**config.mk**
```make
export PLATFORM = sky130hd
export DESIGN_NAME = prz_ram
export DESIGN_NICKNAME = d
export VERILOG_FILES = /design/src/rtl/prz_ram.sv
export SDC_FILE = /design/constraint.sdc
export NUM_CORES = 2
export LEC_CHECK = 0
export ABC_CLOCK_PERIOD_IN_PS = 2900
export BUFFER_PORTS_ARGS = -buffer_cell sky130_fd_sc_hd__clkbuf_2
export CORE_MARGIN = 8
export CORE_UTILIZATION = 27
export DETAILED_ROUTE_END_ITERATION = 6
export GPL_TIMING_DRIVEN = 0
export PLACE_DENSITY_LB_ADDON = 0.3
export SYNTH_ARGS = -nofsm -noshare
export SYNTH_HDL_FRONTEND = slang
export SYNTH_SLANG_ARGS = --single-unit
```
**constraint.sdc**
```tcl
create_clock -name i_clk -period 2.9 [get_ports i_clk]
set_input_delay 0.145 -clock i_clk [delete_from_list [all_inputs] [get_ports i_clk]]
set_output_delay 0.145 -clock i_clk [all_outputs]
set_load 0.01 [all_outputs]
```
**src/rtl/prz_ram.sv**
```systemverilog
// ============================================================================
// prz_ram
// Generic single-port RAM with registered read.
// ============================================================================
module prz_ram #(
    parameter int WIDTH = 8,
    parameter int DEPTH = 256
) (
    input  logic                     i_clk,
    input  logic                     i_we,
    input  logic [$clog2(DEPTH)-1:0] i_addr,
    input  logic [WIDTH-1:0]         i_wdata,
    output logic [WIDTH-1:0]         o_rdata
);
    logic [WIDTH-1:0] r_mem [DEPTH];

    always_ff @(posedge i_clk) begin
        if (i_we) begin
            r_mem[i_addr] <= i_wdata;
        end
        o_rdata <= r_mem[i_addr];
    end
endmodule

```
; Word-level counts from Yosys, hierarchy flattened
; Memory sizes are Yosys's and may differ from the RTL's. A register that Yosys moved wholly into a read port is not among the register bits.
; Cells that the tools add are included.
[classes]
mux = 2
[ops]
columns = cell, n
row1 = 2-to-1 mux 1 bit, 2
[word_totals]
regBits = 0
ramBits = 2048
input_bits = 18
output_inout_bits = 8
wordCells = 3
mem_count = 1
[mem_list]
columns = memory, depth, width, rd, rd_ports_with_merged_regs, write_ports, line_no
row1 = r_mem, 256, 8, 1, 1, 1, 15  ; logic [WIDTH-1:0] r_mem [DEPTH];

; Logic depth before layout (Yosys ltp)
[logic_depth]
ltp_word = 2
ltp_mapped = 10
depth_no_buf = 5

; Worst setup path before layout
; No wires, ideal clock.
[synth_path]
path_type = input to register
startpoint = in i_addr[1]
endpoint = mem r_mem[111][0], enable pin
setup_time_ns = 0.370
arrival_ns = 1.994
required_ns = 2.530
setup_slack_ns = 0.536
path_stages = 9
path_buffers = 5
path_cell_list = buf_2 > clkbuf_1 > clkbuf_1 > nand2_1 > buf_2 > nor2_1 > nand2_1 > clkbuf_1 > nor2_1
[synth_lines]
columns = element, line_no
row1 = "start, declared", 11  ; input logic [$clog2(DEPTH)-1:0] i_addr,
row2 = "end, declared", 15
; No word-level cell before the write port.

==> impl_metrics.ini <==
[run_status]
outcome = finished with violations
failed_checks = setup timing

[timing]
slew_viol_final = 0
worstMarginPinSlew_ps = 1390
hold_violations = 0
fmax_mhz = 321
clock_skew_ps = 49.4
setup-violations-final = 14
grt_setup_unrepaired = yes
final.setup.tns_ps = -558
period_minus_slack_ps = 3120
holdWs_ps = 79.7
relSlewSlack_pct = 6.71
setup_ws_ps = -219
post-route-period-util_pct = 108

[detailed_routing]
ant_nets = 0
wl_per_cell_um = 28.9
drcViolationCount = 0
wirelength_mm = 228
dr.pass1.iters = 5
vias = 38496
drt-initial-drc-count = 4189
vias_per_cell = 4.87

[synthesis]
syn-cell-area_mm2 = 0.0785
yosysSeqAreaShare_pct = 78.6
synthTopCellsByCount = edfxtp_1 (2048), mux4_2 (512), a22oi_1 (256)
synth_area_leaders = edfxtp_1 (78%), mux4_2 (15%), a22oi_1 (2.4%)
synthMuxAreaShare_pct = 14.7
synth_compound_area_share_pct = 3.62
syn_inst = 3547
synth-xor-area-share_pct = 0
synthArstFlopShare_pct = 0
synth_nets = 3565
synth_seq_cells = 2056
synth.most_common_cell = edfxtp_1
yosysWarningCount = 0
yosys_most_used_dff = edfxtp_1
yosysTopAreaCellShare_pct = 78.3
synth_simple_gate_area_share_pct = 1.73
synth_top_area_cell = edfxtp_1
avgSynthCellArea_um2 = 22.1
synth_top_family_by_area = multiplexers
synth_edf_count = 2048
synthAdderAreaFrac_pct = 0
yosysUniqueCellTypes = 22

[cts]
cts_tree = yes
cts_buffer_depth = 3
cts_htree_levels = 4
cts.clk_slew.worst_paths_ps = 60
clock-sinks = 2056
clock_latency_ps = 860
numCtsBuffers = 216
root_buffer = clkbuf_16
cts_setup_buffers = 0

[grt]
grt_pass1_vias = 39325
grt_use_total_pct = 14.4
grt.overflow.total = 0
grt_max_degree = 132
grt_first_pass_wirelength_mm = 315
antenna_found_initial = 11

[placed_design]
io_buffers = 21
place.detailed.hpwl_mm = 152
dpl.cell_count = 7498
place_congestion = 0.872

[power_and_ir_drop]
vdd_drop_max_mv = 0.616
p_total_mw = 62.4
leakagePower_nw = 27.2
power.density_mw_per_mm2 = 678

[worst_setup_path]
reg2reg_slack_ps = -100
critPathCaptureType = flip-flop
worstPathArrival_ps = 3700
cp_max_fo = 10
critical_path_class = input port to flip-flop
rr_startpoint = r_mem[239][3]$_DFFE_PP_
worst_setup_path_start_kind = input port
worstPathRequired_ps = 3480
ff2ff_path_depth = 5
timing.rr.end = o_rdata[3]$_DFF_P_

[worst_hold_path]
hold_class = input port to flip-flop
min_to = r_mem[236][6]$_DFFE_PP_
hp-start = i_wdata[6]
holdPathStages = 1

[floorplan]
core_mm2 = 0.290
initial_utilization_pct = 27.1
die_h_um = 555
rows = 198
die_area_mm2 = 0.308
num_io_pins = 26
die_w_um = 555

[final_layout]
area_growth_pct = 17.3
seq_area_mm2 = 0.0617
n_fill_cell = 27660
post-route-util_pct = 31.7
nets = 3845
fin_cells = 7907
multi_input_area_mm2 = 0.0166
drive_above_1_share_pct = 29.2

[job]
maxCapViolCount = 0
metrics by stage:
stage	setup slack [ps]	area, µm²
2_1_floorplan	536	78500
3_3_place_gp	-3370	83500
3_5_place_dp	-2550	84300
4_1_cts	-234	91800
5_1_grt	-47.1	92000
6_report	-219	92000
power by group:
part	leakage [nW]	switching (mW)	total [mW]	internal, mW
combinational	5.50	2.19	3.20	1.01
clock	3.26	11.6	26.4	14.8
sequential	18.5	0.0198	32.8	32.8
total	27.2	13.8	62.4	48.6
metal layers:
metal  track usage, %  share of wire [%]  vias up
li1                 -                  -    15674
met1             19.1                 42    21080
met2             23.2                 48     1400
met3             3.23                6.8      340
met4             5.09                3.2        2
met5                0             0.0057        -
registers in the layout (all words and copies together) (netlist names):
signal,flops
o_rdata,8
r_mem,2048
worst max path at each step:
stage	startpoint	to	slack [ps]	cells past startpoint
floorplan	i_addr[1]	r_mem[111][0]$_DFFE_PP_	540	9
global placement	i_addr[3]	r_mem[143][3]$_DFFE_PP_	-3370	8
detailed placement	i_addr[1]	o_rdata[3]$_DFF_P_	-2550	8
CTS	i_addr[3]	r_mem[99][7]$_DFFE_PP_	-230	7
global route	i_addr[0]	r_mem[255][4]$_DFFE_PP_	-50	11
finish	i_addr[1]	o_rdata[3]$_DFF_P_	-220	8
what timing repair did:
| item | in CTS | in global routing |
|---|---|---|
| pin swaps | 3 | 1 |
| endpoints found under the hold margin | 404 | 0 |
| hold buffers | 7 | 0 |
| gates resized for setup | 218 | 68 |
| setup endpoints to repair | 1904 | 385 |
area by class of cell:
cell class | count | area share (%)
Sequential cell | 2056 | 67.0
Multi-Input combinational cell | 1258 | 18.0
Clock buffer | 273 | 6.13
Tap cell | 3900 | 5.30
Buffer | 232 | 1.36
Clock inverter | 114 | 1.14
Timing Repair Buffer | 62 | 1.05
Antenna cell | 11 | 0.0299
Inverter | 1 | 0.00408
cells by family (layout without fill, tap and decap cells):
group           Yosys count  count (layout)
other cells               0              11
simple gates            330             330
mux                     512             512
buf+inv                 233             682
flops                  2056            2056
compound gates          416             416
worst max-delay path, cell delays in order:
cell and delay, ps:
buf_2 260, clkbuf_2 460, clkbuf_1 750, mux4_2 470
a22oi_1 300, a21oi_1 120, o41ai_1 680, nand4_1 500
cells in the final DEF, fill, tap and decap left out, types with 7 or more instances in the layout:
master and instances:
o41ai_4 9, clkbuf_2 67, buf_1 7, o41ai_1 18
nor2b_1 7, bufinv_16 12, mux4_2 512, clkbuf_8 8
buf_12 9, nand3_1 13, clkinv_1 49, buf_6 17
nor2_1 97, edfxtp_1 2048, diode_2 11, clkbuf_4 11
nand4_1 8, nand2_1 27, buf_4 21, clkbuf_16 217
clkinv_2 38, dfxtp_1 8, nor2_2 100, nor2_4 35
nor3_1 14, buf_2 42, a22oi_1 256, clkbuf_1 139
nor3_2 16, buf_16 18, a21oi_1 122, dlygate4sd3_1 7
Power figures use the tool's default switching activity.
