$ cat src/rtl/prz_pkg.sv
// ============================================================================
// prz_pkg
// Shared types and constants for the point rotate / project / depth-test unit.
// ============================================================================
package prz_pkg;

    localparam logic [1:0] OP_PLOT  = 2'd0;
    localparam logic [1:0] OP_READ  = 2'd1;
    localparam logic [1:0] OP_CLEAR = 2'd2;

    localparam logic [2:0] REG_SIN_A  = 3'd0;
    localparam logic [2:0] REG_COS_A  = 3'd1;
    localparam logic [2:0] REG_SIN_B  = 3'd2;
    localparam logic [2:0] REG_COS_B  = 3'd3;
    localparam logic [2:0] REG_SIN_C  = 3'd4;
    localparam logic [2:0] REG_COS_C  = 3'd5;
    localparam logic [2:0] REG_FOCAL  = 3'd6;
    localparam logic [2:0] REG_CAMERA = 3'd7;

    localparam logic [7:0]  BLANK_GLYPH = 8'd32;
    localparam logic [16:0] RECIP_MAX   = 17'd65535;

    // plot request handed from the geometry pipe to the buffer stage
    typedef struct packed {
        logic        valid;
        logic        hit;
        logic [15:0] recip;
    } t_plot;

endpackage

$ cat src/rtl/prz_recip.sv
// ============================================================================
// prz_recip
// Radix-2 restoring divider: floor(2^34 / z), saturated to 16 bits.
// One quotient bit per cycle; a 35-bit quotient per divide.
// ============================================================================
module prz_recip
    import prz_pkg::*;
(
    input  logic        i_clk,
    input  logic        i_rst_n,
    input  logic        i_start,
    input  logic [29:0] i_den,
    output logic        o_done,
    output logic [15:0] o_recip
);
    logic [30:0] r_rem, n_rem;
    logic [34:0] r_quo, n_quo;
    logic [29:0] r_den;
    logic [5:0]  r_cnt;
    logic        r_busy;
    logic [30:0] w_try;
    logic [30:0] w_sub;

    // shift in one dividend bit (only the top bit of 2^34 is set)
    always_comb begin
        w_try = {r_rem[29:0], (r_cnt == 6'd34)};
        w_sub = w_try - {1'b0, r_den};
        if (w_try >= {1'b0, r_den}) begin
            n_rem = w_sub;
            n_quo = {r_quo[33:0], 1'b1};
        end else begin
            n_rem = w_try;
            n_quo = {r_quo[33:0], 1'b0};
        end
    end

    always_ff @(posedge i_clk) begin
        if (!i_rst_n) begin
            r_busy <= 1'b0;
            o_done <= 1'b0;
            r_cnt  <= '0;
        end else begin
            o_done <= 1'b0;
            if (i_start) begin
                r_busy <= 1'b1;
                r_cnt  <= 6'd34;
                r_rem  <= '0;
                r_quo  <= '0;
                r_den  <= i_den;
            end else if (r_busy) begin
                r_rem <= n_rem;
                r_quo <= n_quo;
                if (r_cnt == 6'd0) begin
                    r_busy <= 1'b0;
                    o_done <= 1'b1;
                end else begin
                    r_cnt <= r_cnt - 6'd1;
                end
            end
        end
    end

    assign o_recip = (r_quo > {18'd0, RECIP_MAX}) ? 16'hFFFF : r_quo[15:0];
endmodule

$ cat config.mk
export PLATFORM = sky130hd
export DESIGN_NAME = prz_recip
export DESIGN_NICKNAME = d
export VERILOG_FILES = /design/src/rtl/prz_pkg.sv /design/src/rtl/prz_recip.sv
export SDC_FILE = /design/constraint.sdc
export NUM_CORES = 1
export LEC_CHECK = 0
export ABC_AREA = 1
export BUFFER_PORTS_ARGS = -buffer_cell sky130_fd_sc_hd__buf_2
export CAP_MARGIN = 20
export CORE_ASPECT_RATIO = 1.75
export CORE_MARGIN = 5
export CORE_UTILIZATION = 40
export CTS_CLUSTER_DIAMETER = 150
export DETAILED_ROUTE_END_ITERATION = 8
export PLACE_DENSITY = 0.68
export SLEW_MARGIN = 20
export SYNTH_ARGS = -nofsm -noshare
export SYNTH_HDL_FRONTEND = slang
export SYNTH_SLANG_ARGS = --single-unit
$ cat constraint.sdc
create_clock -name i_clk -period 4.6 [get_ports i_clk]
set_input_delay 0 -clock i_clk [delete_from_list [all_inputs] [get_ports i_clk]]
set_output_delay 0 -clock i_clk [all_outputs]
set_load 0.02 [all_outputs]
* Word level (Yosys, flattened, before mapping)
Index checks and enable logic that the tools add are counted.
** Storage, ports and cells
- Register bits after elaboration :: 103
- Bits in latches :: 0
- Memories kept :: 0
- Input bits :: 33
- Memory bits (writable) :: 0
- Word-level logic and storage cells :: 36
- ROM bits :: 0
** Cells by class
- Equality and inequality tests :: 2
- Multiplexer cells :: 12
- Multipliers :: 0
- Reduce and logical (&&, ||, !) cells :: 8
- Magnitude comparators :: 2
- Add/subtract/negate cells :: 2
- Shift-type cells :: 0
- Bitwise gates (word level) :: 3
- Div/mod/pow operators :: 0
** Operator list (number)
- $mux W30 :: 2
- $gt A35 B16 Y1 const B :: 1
- $mux W35 :: 1
- $ge A31 B30 Y1 :: 1
- $sub A30 B30 Y30 :: 1
- $mux W6 :: 3
- $mux W16 :: 1
- $reduce_and A2 Y1 :: 4
- $eq A6 B6 Y1 const B :: 1
- $logic_not A6 Y1 :: 1
- $sub A6 B1 Y6 const B :: 1
- $mux W1 :: 5
- $not A1 Y1 :: 3
- $reduce_or A3 Y1 :: 1
- $ne A2 B2 Y1 const B :: 1
- $reduce_bool A2 Y1 :: 1
- $reduce_or A2 Y1 :: 1

* Longest topological paths before layout
Gate-level depths: netlist (run 1).
- Depth in word-level cells :: 4
- Mapped depth :: 18
- Mapped depth without buffers :: 17

* Worst setup path after synthesis (run 1)
Ideal clock, no wire load.
- Kind :: input to register
- Start point :: input i_start
- End point :: register r_quo[0], enable pin
- Library setup time :: 509 ps
- Required time :: 4091 ps
- Data arrival time :: 3921 ps
- Cell stages on the path :: 4
- Path slack :: 170 ps
- Path through :: clkbuf_1 clkinv_1 buf_2 a21oi_1
** On the way
- Cells in the longest elaborated chain, start to end :: 2
** Ends and longest elaborated chain
- start: declaration :: RTL line prz_recip.sv:11 : input logic i_start,
- $reduce_bool A2 Y1 (no line)
- $reduce_and A2 Y1 (no line)
- end signal: assignment :: RTL line prz_recip.sv:52 : r_quo <= n_quo;
- end: declaration :: RTL line prz_recip.sv:17 : logic [34:0] r_quo, n_quo;
No other way between the ends.
A chain may end at the register's enable or synchronous reset.

* Worst setup path in the final report (run 1)
- Start point :: register r_cnt[0]
- End point :: register r_rem[14] (data pin)
** On the way
- Cells in the longest elaborated chain, start to end :: 4
- Elaborated cells on any way between the ends :: 5
- Classes of those cells :: add/sub: 1; order compare: 1; eq/ne: 1; mux: 2
** Ends and longest elaborated chain
- start: declaration :: RTL line prz_recip.sv:19 : logic [5:0] r_cnt;
- start signal: assignment :: RTL line prz_recip.sv:57 : r_cnt <= r_cnt - 6'd1;
- $eq A6 B6 Y1 * :: RTL line prz_recip.sv:26 : w_try = {r_rem[29:0], (r_cnt == 6'd34)};
- $sub A30 B30 Y30 / $ge A31 B30 Y1 (equally long branches) :: RTL line prz_recip.sv:27, prz_recip.sv:28
- $mux W30 * :: RTL line prz_recip.sv:28 : if (w_try >= {1'b0, r_den}) begin
- $mux W30 * :: RTL line prz_recip.sv:50 : end else if (r_busy) begin
- end signal: assignment :: RTL line prz_recip.sv:51 : r_rem <= n_rem;
- end: declaration :: RTL line prz_recip.sv:16 : logic [30:0] r_rem, n_rem;
Every way passes the cells marked *; elsewhere a longest branch is shown, timed or not. The select of a mux whose other input is x is not followed.

==> impl_results.md, run 1 <==
- Pwr Total: 2.68 mW
- Final #Nets: between 1000 and 1500
- Number of vias per cell: 4.56
- Antenna violations before repair: 0
- Post-DP HPWL: around 12000 um
- CTS tree: done
- Dpl ws: ~1.7 ns
- RSZ-0062 raised after global routing: false
- Worst-margin pin slew: 0.854 ns
- Layout area overhead: 16.2%
- CTS root buffer: clkbuf_16
- Crit share post-route: 63.3%
- Vias in the first global route: 5773
- Wire per inst: roughly 13 um
- N_diodes: 0
- Slew margin rel.: 43.1%
- First-pass GRT wire length: 26200 um
- Final WS setup: roughly 1.7 ns
- Die Span Y: 182 um
- Sequential share of the synthesized area: 44.6%
- Worst Setup End Kind: flop
- Detailed Routing Iterations Pass 1: 4
- Die area: between 15000 and 20000 um2
- Hold Fails Final Rpt: 0
- Share of post-route cells with drive strength above 1: under 10%
- Die Width: 108 um
- Pwr dens: 341 nW/um2
- Setup bufs post-CTS: 0
- Routed wire length: 15800 um
- Vias post-DR: 5641
- Post-Syn Area: 6760 um2
- Syn nets: ~990
- Routed Antenna Nets: 0
- Fillers: 1674
- GRT Util Overall: 16.9%
- Placement Rows: 63
- Post-synth cell types: 37
- Initial Util: roughly two fifths
- Max_cap viols: 0
- CP Max Fanout: 31
- Final hold slack: 0.220 ns
- Outcome: finished clean
- DRC viols: 0
- P_leak: 4.01 nW
- Type of the worst min-delay path: in -> reg
- Critical path data required time: 4.71 ns
- GPL Wtd Cong: 0.964
- Core Region: 16800 um2
- Total number of H-tree levels: 3
- Crit path launch type: flop
- Yosys synthesis warning count: 0
- Port Buffers: between 40 and 50
- I/O pin cnt: 50
- Cells resized by post-CTS repair: 0
- Clock Latency Late Sink: 0.37 ns
- Min Tclk post-route: ~2.9 ns
- CP arrival: 3.02 ns
- Post-Syn Instances: 923
- Largest net degree at the start of global routing: 66
- Max IR drop VDD: 0.000286 V
- Hold buffer count at cts: 31
- Final Max Tran Viols: 0
- Initial DRC count: 200
- Setup_tns: 0 ns
- GRT overflow: 0
- Setup skew after layout: approximately 0.017 ns
- Mean post-synth cell area: 7.32 um2
- Clk slew on worst S/H paths: 0.08 ns
- Type of the worst setup path: reg -> reg
- Synthesis-stage register bit count: 103
- Final Util: 46.8%
- Setup-failing EPs final: 0
- Fmax: 0.343 GHz
- Clock sinks: 103
- CTS buffer count: 9
- Max clock buf depth: 2
==> sequential cells by signal, indices dropped and copies added, names as in the netlist <==
name    cells
r_quo      35
r_rem      30
r_busy      1
r_den      30
o_done      1
r_cnt       6
==> cell usage after synthesis <==
library cell | count | share of area, %
nand2_1 | 313 | 17
inv_1 | 202 | 11
nor2_1 | 129 | 7.2
edfxtp_1 | 95 | 42
ha_1 | 34 | 6.3
nand3_1 | 33 | 2.4
a21oi_1 | 19 | 1.4
nand4_1 | 13 | 1.2
xnor2_1 | 11 | 1.4
dfxtp_1 | 8 | 2.4
and2_1 | 6 | 0.56
nand2_2 | 5 | 0.46
buf_2 | 4 | 0.30
nor2_2 | 4 | 0.37
nor3_1 | 4 | 0.30
nor4_1 | 4 | 0.37
o21ai_0 | 4 | 0.30
buf_1 | 3 | 0.17
buf_6 | 3 | 0.50
clkinv_1 | 3 | 0.17
nand3_2 | 3 | 0.44
nand3b_1 | 3 | 0.33
buf_8 | 2 | 0.44
clkbuf_1 | 2 | 0.11
nand2_4 | 2 | 0.33
o21ai_1 | 2 | 0.15
xor2_1 | 2 | 0.26
a21boi_0 | 1 | 0.11
a21oi_2 | 1 | 0.13
a31oi_1 | 1 | 0.093
and2_0 | 1 | 0.093
fa_1 | 1 | 0.30
inv_2 | 1 | 0.056
nor3b_1 | 1 | 0.11
nor4_2 | 1 | 0.19
o31ai_1 | 1 | 0.11
or2_1 | 1 | 0.093
==> critical path, stage by stage (launching register included) <==
cell and delay [ns]:
dfxtp_1 0.32, inv_1 0.13, ha_1 0.16, nand4_1 0.17
ha_1 0.23, inv_1 0.08, nand3_1 0.11, nand2_4 0.11
nand2_2 0.06, nand2_4 0.08, nand2_2 0.05, nand2_2 0.07
nand2_1 0.06, nand3_2 0.39, buf_4 0.41, nand2_1 0.10
nand2_1 0.06, nor2_1 0.05
==> power breakdown <==
group	internal (mW)	switching [mW]
logic	0.261	0.482
clock network	0.391	0.392
registers	1.12	0.0331
total	1.77	0.907
==> stage by stage <==
step                      instances  instance area [um2]
final                          1237                 7850
after global routing           1237                 7850
after CTS                      1237                 7850
after detailed placement       1190                 7230
after global placement         1190                 7230
after floorplan                 923                 6760
==> routing by layer <==
layer,up-vias,routed length (um),global-route usage (%),share of wire [%]
met5,-,0,0,0
met4,0,918,10.1,5.8
met3,49,379,2.74,2.4
met2,98,8590,32.2,54
met1,2522,5940,16.7,38
li1,2972,-,-,-
==> kinds of logic after synthesis <==
logic type	after synthesis	share of synthesized area [%]
flops	103	44.6
compound gates	29	2.30
fa+ha+maj	35	6.59
buf+inv	220	13.0
simple gates	523	31.9
xor+xnor	13	1.69
==> path summary, 6_finish.rpt <==
kind,startpoint,end,slack [ns],cells past startpoint
worst max-delay path,r_cnt[0]$_SDFFE_PP0P_,r_rem[14]$_SDFFCE_PP0P_,1.69,17
worst min-delay path,i_start,r_quo[4]$_SDFFCE_PP0P_,0.22,2
worst min register to register,r_cnt[0]$_SDFFE_PP0P_,r_cnt[0]$_SDFFE_PP0P_,0.50,2
worst max register to register,r_cnt[0]$_SDFFE_PP0P_,r_rem[14]$_SDFFCE_PP0P_,1.69,17
==> cell usage in the layout, fill, tap and decap left out, drive strengths merged, types with 2 or more instances in the layout <==
cell type / Yosys / layout
nand2: 320 / 320
ha: 34 / 34
a21oi: 20 / 20
dlygate4sd3: 0 / 31
clkinv: 3 / 7
o21ai: 6 / 6
dfxtp: 8 / 8
clkbuf: 2 / 9
nor4: 5 / 5
xor2: 2 / 2
xnor2: 11 / 11
nand3: 36 / 36
and2: 7 / 7
nand3b: 3 / 3
nand4: 13 / 13
nor2: 133 / 133
inv: 203 / 206
buf: 12 / 54
nor3: 4 / 4
edfxtp: 95 / 95
==> final cells by class <==
class / count / area (um2) / area share, %
flip-flops and latches: 103 / 3010 / 38.4
multi-input cells: 600 / 2880 / 36.6
inverters: 206 / 773 / 9.85
repair buffers: 85 / 593 / 7.55
well taps: 227 / 284 / 3.62
clock buffers: 9 / 225 / 2.87
clock inverters: 7 / 86.3 / 1.10
No activity file was read; power rests on OpenSTA's default activity.
==> inputs of run 2 (changes only) <==
Clock period 4.6 ns to 2.6 ns, I/O delays scaled along.
==> run 2 against run 1 <==
Compared with the run above: utilization is 0.76 points higher; critical path depth is 3 lower; sequential power is 77% higher; clock-buffer cell count stayed put; total power is 79% higher; setup slack worse by 1.5 ns; combinational power is 84% higher; sequential share of layout area is 0.61 points lower; clock power is 76% higher; clock skew is 0.0053 ns lower.
==> impl_results.md, run 2 (synthesized netlist as in run 1, its figures left out) <==
- Outcome: finished clean
- Routed wire length: 16600 um
- Clk slew on worst S/H paths: 0.08 ns
- Critical path data required time: 2.72 ns
- CTS buffer count: 9
- I/O pin cnt: 50
- Vias post-DR: about 5700
- Port Buffers: 49
- Clock Latency Late Sink: 0.36 ns
- Post-DP HPWL: 12900 um
- Biggest register: r_quo
- Core Region: between 15000 and 20000 um2
- Sw Ratio: 33.8%
- Slew margin rel.: 71.7%
- Fmax: 0.411 GHz
- Clock power frac: 28.8%
- Share of post-route cells with drive strength above 1: 9.84%
- CTS root buffer: clkbuf_16
- Wire per inst: 13.4 um
- Reg-to-Reg Start: r_rem[24]$_SDFFCE_PP0P_
- Routed Antenna Nets: 0
- Fillers: 1675
- Clock sinks: between 100 and 150
- Sequential share of power: 42.6%
- Min Tclk post-route: approximately 2.4 ns
- CP arrival: about 2.6 ns
- Hold Crit Start: i_start
- GPL Wtd Cong: 0.960
- Number of vias per cell: around 4.6
- Commonest non-fill, non-tap cells in the layout: 313 x nand2_1, 201 x inv_1, 128 x nor2_1
- Die area: 19700 um2
- First-pass GRT wire length: 26900 um
- Vias in the first global route: 5741
- Layout area overhead: 18.1%
- DRC viols: 0
- Initial DRC count: 194
- Total number of H-tree levels: 3
- Max_cap viols: 0
- Switching pwr: 1.62 mW
- Worst-margin pin slew: 0.424 ns
- Placement Rows: 63
- Hold Fails Final Rpt: 0
- GRT Util Overall: between 10% and 20%
- Setup bufs post-CTS: 0
- Type of the worst min-delay path: in -> reg
- Final Max Tran Viols: 0
- Detailed Routing Iterations Pass 1: 4
- Final #Nets: roughly 1100
- Largest net degree at the start of global routing: 66
- Worst R2R Path Depth: 14
- Setup-failing EPs final: 0
- P_leak: 4.06 nW
- Final hold slack: 0.220 ns
- R2R Setup Slk: 0.17 ns
- Largest registers: r_quo x35, r_den x30, r_rem x30
- CP Max Fanout: 19
- Die Width: 108 um
- Setup_tns: 0 ns
- Worst Setup End Kind: flop
- Crit share post-route: 93.6%
- GRT overflow: 0
- Max clock buf depth: 2
- Setup skew after layout: 0.0116 ns
- Max IR drop VDD: 0.000340 V
- Commonest non-fill, non-tap cell in the layout: nand2_1
- N_diodes: 0
- RR Endpoint: r_rem[27]$_SDFFCE_PP0P_
- P_int: 3.17 mW
- Pwr dens: 600 nW/um2
- CTS tree: done
- Power share of the combinational group: between 20% and 30%
- Die Span Y: 182 um
- Antenna violations before repair: 0
- Max reg flops: 35
- Worst Hold End: r_quo[18]$_SDFFCE_PP0P_
- Crit path launch type: flop
- Hold Path Depth: 3
- Type of the worst setup path: reg -> reg
- Initial Util: 40.2%
-- run 2: changes by cell type in the layout (fill, tap and decap cells not counted), moves of 2 or more --
cell,previous run,this run
buf_4,5,8
ha_4,0,2
ha_1,34,31
buf_12,0,2
-- run 2: worst max-delay path by stage --
| stage | endpoint | slack, ns | cells after the start | from |
|---|---|---|---|---|
| after floorplan | r_quo[0]$_SDFFCE_PP0P_ | 0.33 | 4 | i_start |
| after global placement | r_rem[14]$_SDFFCE_PP0P_ | 0.17 | 16 | r_cnt[0]$_SDFFE_PP0P_ |
| after detailed placement | r_rem[14]$_SDFFCE_PP0P_ | 0.12 | 16 | r_cnt[0]$_SDFFE_PP0P_ |
| after CTS | r_rem[14]$_SDFFCE_PP0P_ | 0.10 | 16 | r_cnt[0]$_SDFFE_PP0P_ |
| after global routing | r_rem[27]$_SDFFCE_PP0P_ | -0.01 | 14 | r_rem[8]$_SDFFCE_PP0P_ |
| final | r_rem[27]$_SDFFCE_PP0P_ | 0.17 | 14 | r_rem[24]$_SDFFCE_PP0P_ |
-- run 2: stage by stage --
step	instance area [um2]	worst slack (ns)	utilization (%)	cells	power, mW
after floorplan	6770	0.331	-	923	3.05
after global placement	7290	0.171	43.4	1195	3.36
after detailed placement	7290	0.120	43.4	1195	3.38
after CTS	7920	0.102	47.1	1242	4.81
after global routing	7980	-0.0138	47.5	1243	5.11
final	7980	0.167	47.5	1243	4.79
-- run 2: area by class of cell --
class	count	area [um2]	share of cell area [%]
multi-input combinational	600	2920	36.6
timing repair buffer	91	681	8.53
inverter	206	773	9.69
clock inverter	7	86.3	1.08
sequential	103	3010	37.8
clock buffer	9	225	2.82
tap	227	284	3.56
-- run 2: power by group through the flow --
stage,sequential (mW),combinational (mW),clock [mW]
detailed placement,2.08,1.30,0
global route,2.05,1.57,1.49
floorplan,2.05,1.00,0
CTS,2.04,1.35,1.42
global placement,2.07,1.29,0
finish,2.04,1.37,1.38
-- run 2: what timing repair did --
item / CTS / global route
resized for setup: 0 / 7
hold buffers: 31 / 0
endpoints found under the setup margin: 0 / 19
endpoints found under the hold margin: 33 / 0
-- run 2: layer usage --
metal | vias to the layer above | share of wire, % | track usage [%]
met5 | - | 0 | 0
met1 | 2547 | 37 | 17.6
met4 | 0 | 6.2 | 10.7
li1 | 2992 | - | -
met3 | 46 | 2.9 | 2.92
met2 | 106 | 54 | 33.4
-- run 2: worst max-delay path, cell delays in order, from the launching register on --
cell      delay, ns
edfxtp_1       0.47
ha_1           0.40
nand2_1        0.12
inv_1          0.05
nand2_1        0.05
nand2_1        0.08
nand2_1        0.07
nand2_1        0.05
a21oi_1        0.20
nand3_4        0.15
buf_12         0.19
nand2_2        0.13
nand2_1        0.09
nand2_1        0.07
inv_1          0.04
==> inputs of run 3 (changes only) <==
Settings changed: REMOVE_ABC_BUFFERS set to 1.
==> run 3 against run 2 <==
Compared with the run above: sequential cell count unchanged; sequential power about the same; clock power about the same; utilization increased by 0.089 points; setup slack improved by 0.035 ns; routed wire length about the same; cell count increased by 0.32%; clock-buffer cell count unchanged; sequential share of layout area decreased by 0.055 points; combinational power about the same; maximum frequency increased by 1.5%; global-route usage decreased by 0.24 points; critical endpoint is now r_rem[16]$_SDFFCE_PP0P_; largest cell class unchanged; highest routed layer unchanged.
==> impl_results.md, run 3 (synthesized netlist as in run 1, its figures left out) <==
- CTS buffer count: 9
- Biggest register: r_quo
- Routed Antenna Nets: 0
- Crit-path max cell delay: 0.36 ns
- Layout area overhead: 18.4%
- Worst Setup End Kind: flop
- Number of vias per cell: 4.57
- Final WS setup: 0.202 ns
- Routed wire length: ~17000 um
- Die Width: approximately 110 um
- Crit path buffers/inverters: 2
- First-pass GRT wire length: about 27000 um
- Core Region: around 17000 um2
- Type of the worst setup path: reg -> reg
- Detailed Routing Iterations Pass 1: 4
- Crit share post-route: about 92%
- Die Span Y: around 180 um
- Setup bufs post-CTS: 0
- Cell seen most often among critical-path stages: nand2_1
- CTS tree: done
- Initial Util: 40.2%
- Share of post-route cells with drive strength above 1: between 10 and 15%
- P_leak: slightly above 4 nW
- Vias in the first global route: 5900
- Commonest non-fill, non-tap cells in the layout: 312 x nand2_1, 202 x inv_1, 128 x nor2_1
- Total number of H-tree levels: 3
- Largest registers: r_quo x35, r_den x30, r_rem x30
- Slowest CP cell: fa_2
- Clk slew on worst S/H paths: 0.08 ns
- Max reg flops: 35
- CP delay by family, top: simple AND/OR/NAND/NOR gates
- DRC viols: 0
- Cell Area, Placed: ~7300 um2
- Hold Fails Final Rpt: 0
- Max clock buf depth: 2
- CP cell instances: inv_1 -> ha_1 -> nand4_1 -> ha_1 -> inv_1 -> fa_2 -> nand2_1 -> nand2_1 -> nand3_1 -> nand2_1 -> nand3_1 -> nand3b_1 -> nand2_1 -> nand2_1 -> nand2_1 -> nor2_1
- Setup-failing EPs final: 0
- Placement Rows: 63
- Final Max Tran Viols: 0
- GRT overflow: 0
- Slew margin rel.: between 60% and 70%
- Max_cap viols: 0
- Port Buffers: slightly below 50
- CTS root buffer: clkbuf_16
- Largest net degree at the start of global routing: 44
- Wire per inst: 13.3 um
- Min Tclk post-route: 2.40 ns
- CP Max Fanout: 4
- CP arrival: 2.51 ns
- Max IR drop VDD: 0.000389 V
- Final #Nets: approximately 1100
- GRT Util Overall: 17.5%
- Setup skew after layout: 0.0179 ns
- Critical path data required time: 2.71 ns
- Setup_tns: 0 ns
- Clock Latency Late Sink: ~0.36 ns
- Antenna violations before repair: 0
- Worst-margin pin slew: 0.553 ns
- Fmax: 0.417 GHz
- Vias post-DR: 5693
- Commonest non-fill, non-tap cell in the layout: nand2_1
- GPL Wtd Cong: 0.947
- Type of the worst min-delay path: in -> reg
- RSZ-0062 raised after global routing: false
- Initial DRC count: 231
- Outcome: finished clean
- Clock sinks: 103
- Die area: a little under 20000 um2
- I/O pin cnt: 50
- Fin area: 8000 um2
- Pwr dens: 599 nW/um2
- N_diodes: 0
- Dpl ws: ~0.10 ns
- Crit path launch type: flop
- Post-DP HPWL: 12800 um
-- run 3: changes by cell type in the layout (fill, tap and decap cells not counted), sizes merged --
cell	delta
buf	+4
-- run 3: layer usage --
metal	vias to the layer above	part of all wire [%]	global-route usage, %	wire length (um)
met5	-	0	0	0
met2	104	54	33.2	8990
met1	2538	38	17.5	6290
li1	2993	-	-	-
met4	0	5.5	10.6	914
met3	58	2.6	2.21	428
-- run 3: power breakdown --
| part | switching, mW | internal (mW) |
|---|---|---|
| clock network | 0.686 | 0.679 |
| registers | 0.0588 | 1.98 |
| logic | 0.878 | 0.510 |
-- run 3: cell type report --
cell class              instances  area (um2)
repair buffers                 95         727
well taps                     227         284
flip-flops and latches        103        3010
inverters                     206         773
fillers                      1700        8790
multi-input cells             600        2900
clock buffers                   9         225
clock inverters                 7        73.8
-- run 3: final timing paths --
kind,from,to,slack [ns],cells past startpoint
worst max-delay path,r_cnt[0]$_SDFFE_PP0P_,r_rem[16]$_SDFFCE_PP0P_,0.20,16
worst min-delay path,i_start,r_quo[16]$_SDFFCE_PP0P_,0.21,3
worst max register to register,r_cnt[0]$_SDFFE_PP0P_,r_rem[16]$_SDFFCE_PP0P_,0.20,16
worst min register to register,r_cnt[0]$_SDFFE_PP0P_,r_cnt[0]$_SDFFE_PP0P_,0.49,2
-- run 3: timing repair --
item / 4_1_cts / 5_1_grt
hold buffers: 31 / 0
gates resized for setup: 0 / 7
endpoints found under the setup margin: 0 / 12
hold endpoints to repair: 32 / 0
-- run 3: worst reg2reg max path, cell delays in order, from the launching register on --
cell      delay, ns
dfxtp_1        0.34
inv_1          0.06
ha_1           0.19
nand4_1        0.13
ha_1           0.16
inv_1          0.05
fa_2           0.36
nand2_1        0.10
nand2_1        0.07
nand3_1        0.08
nand2_1        0.13
nand3_1        0.17
nand3b_1       0.09
nand2_1        0.08
nand2_1        0.05
nand2_1        0.05
nor2_1         0.04
-- run 3: stage by stage --
stage               hold WS (ns)  utilization, %  instances  power [mW]
CTS                        0.208            47.3       1246        4.79
global placement           0.176            43.7       1199        3.38
global route               0.213            47.6       1247        5.11
floorplan                 0.0989               -        909        3.01
detailed placement         0.178            43.7       1199        3.39
finish                     0.206            47.6       1247        4.79
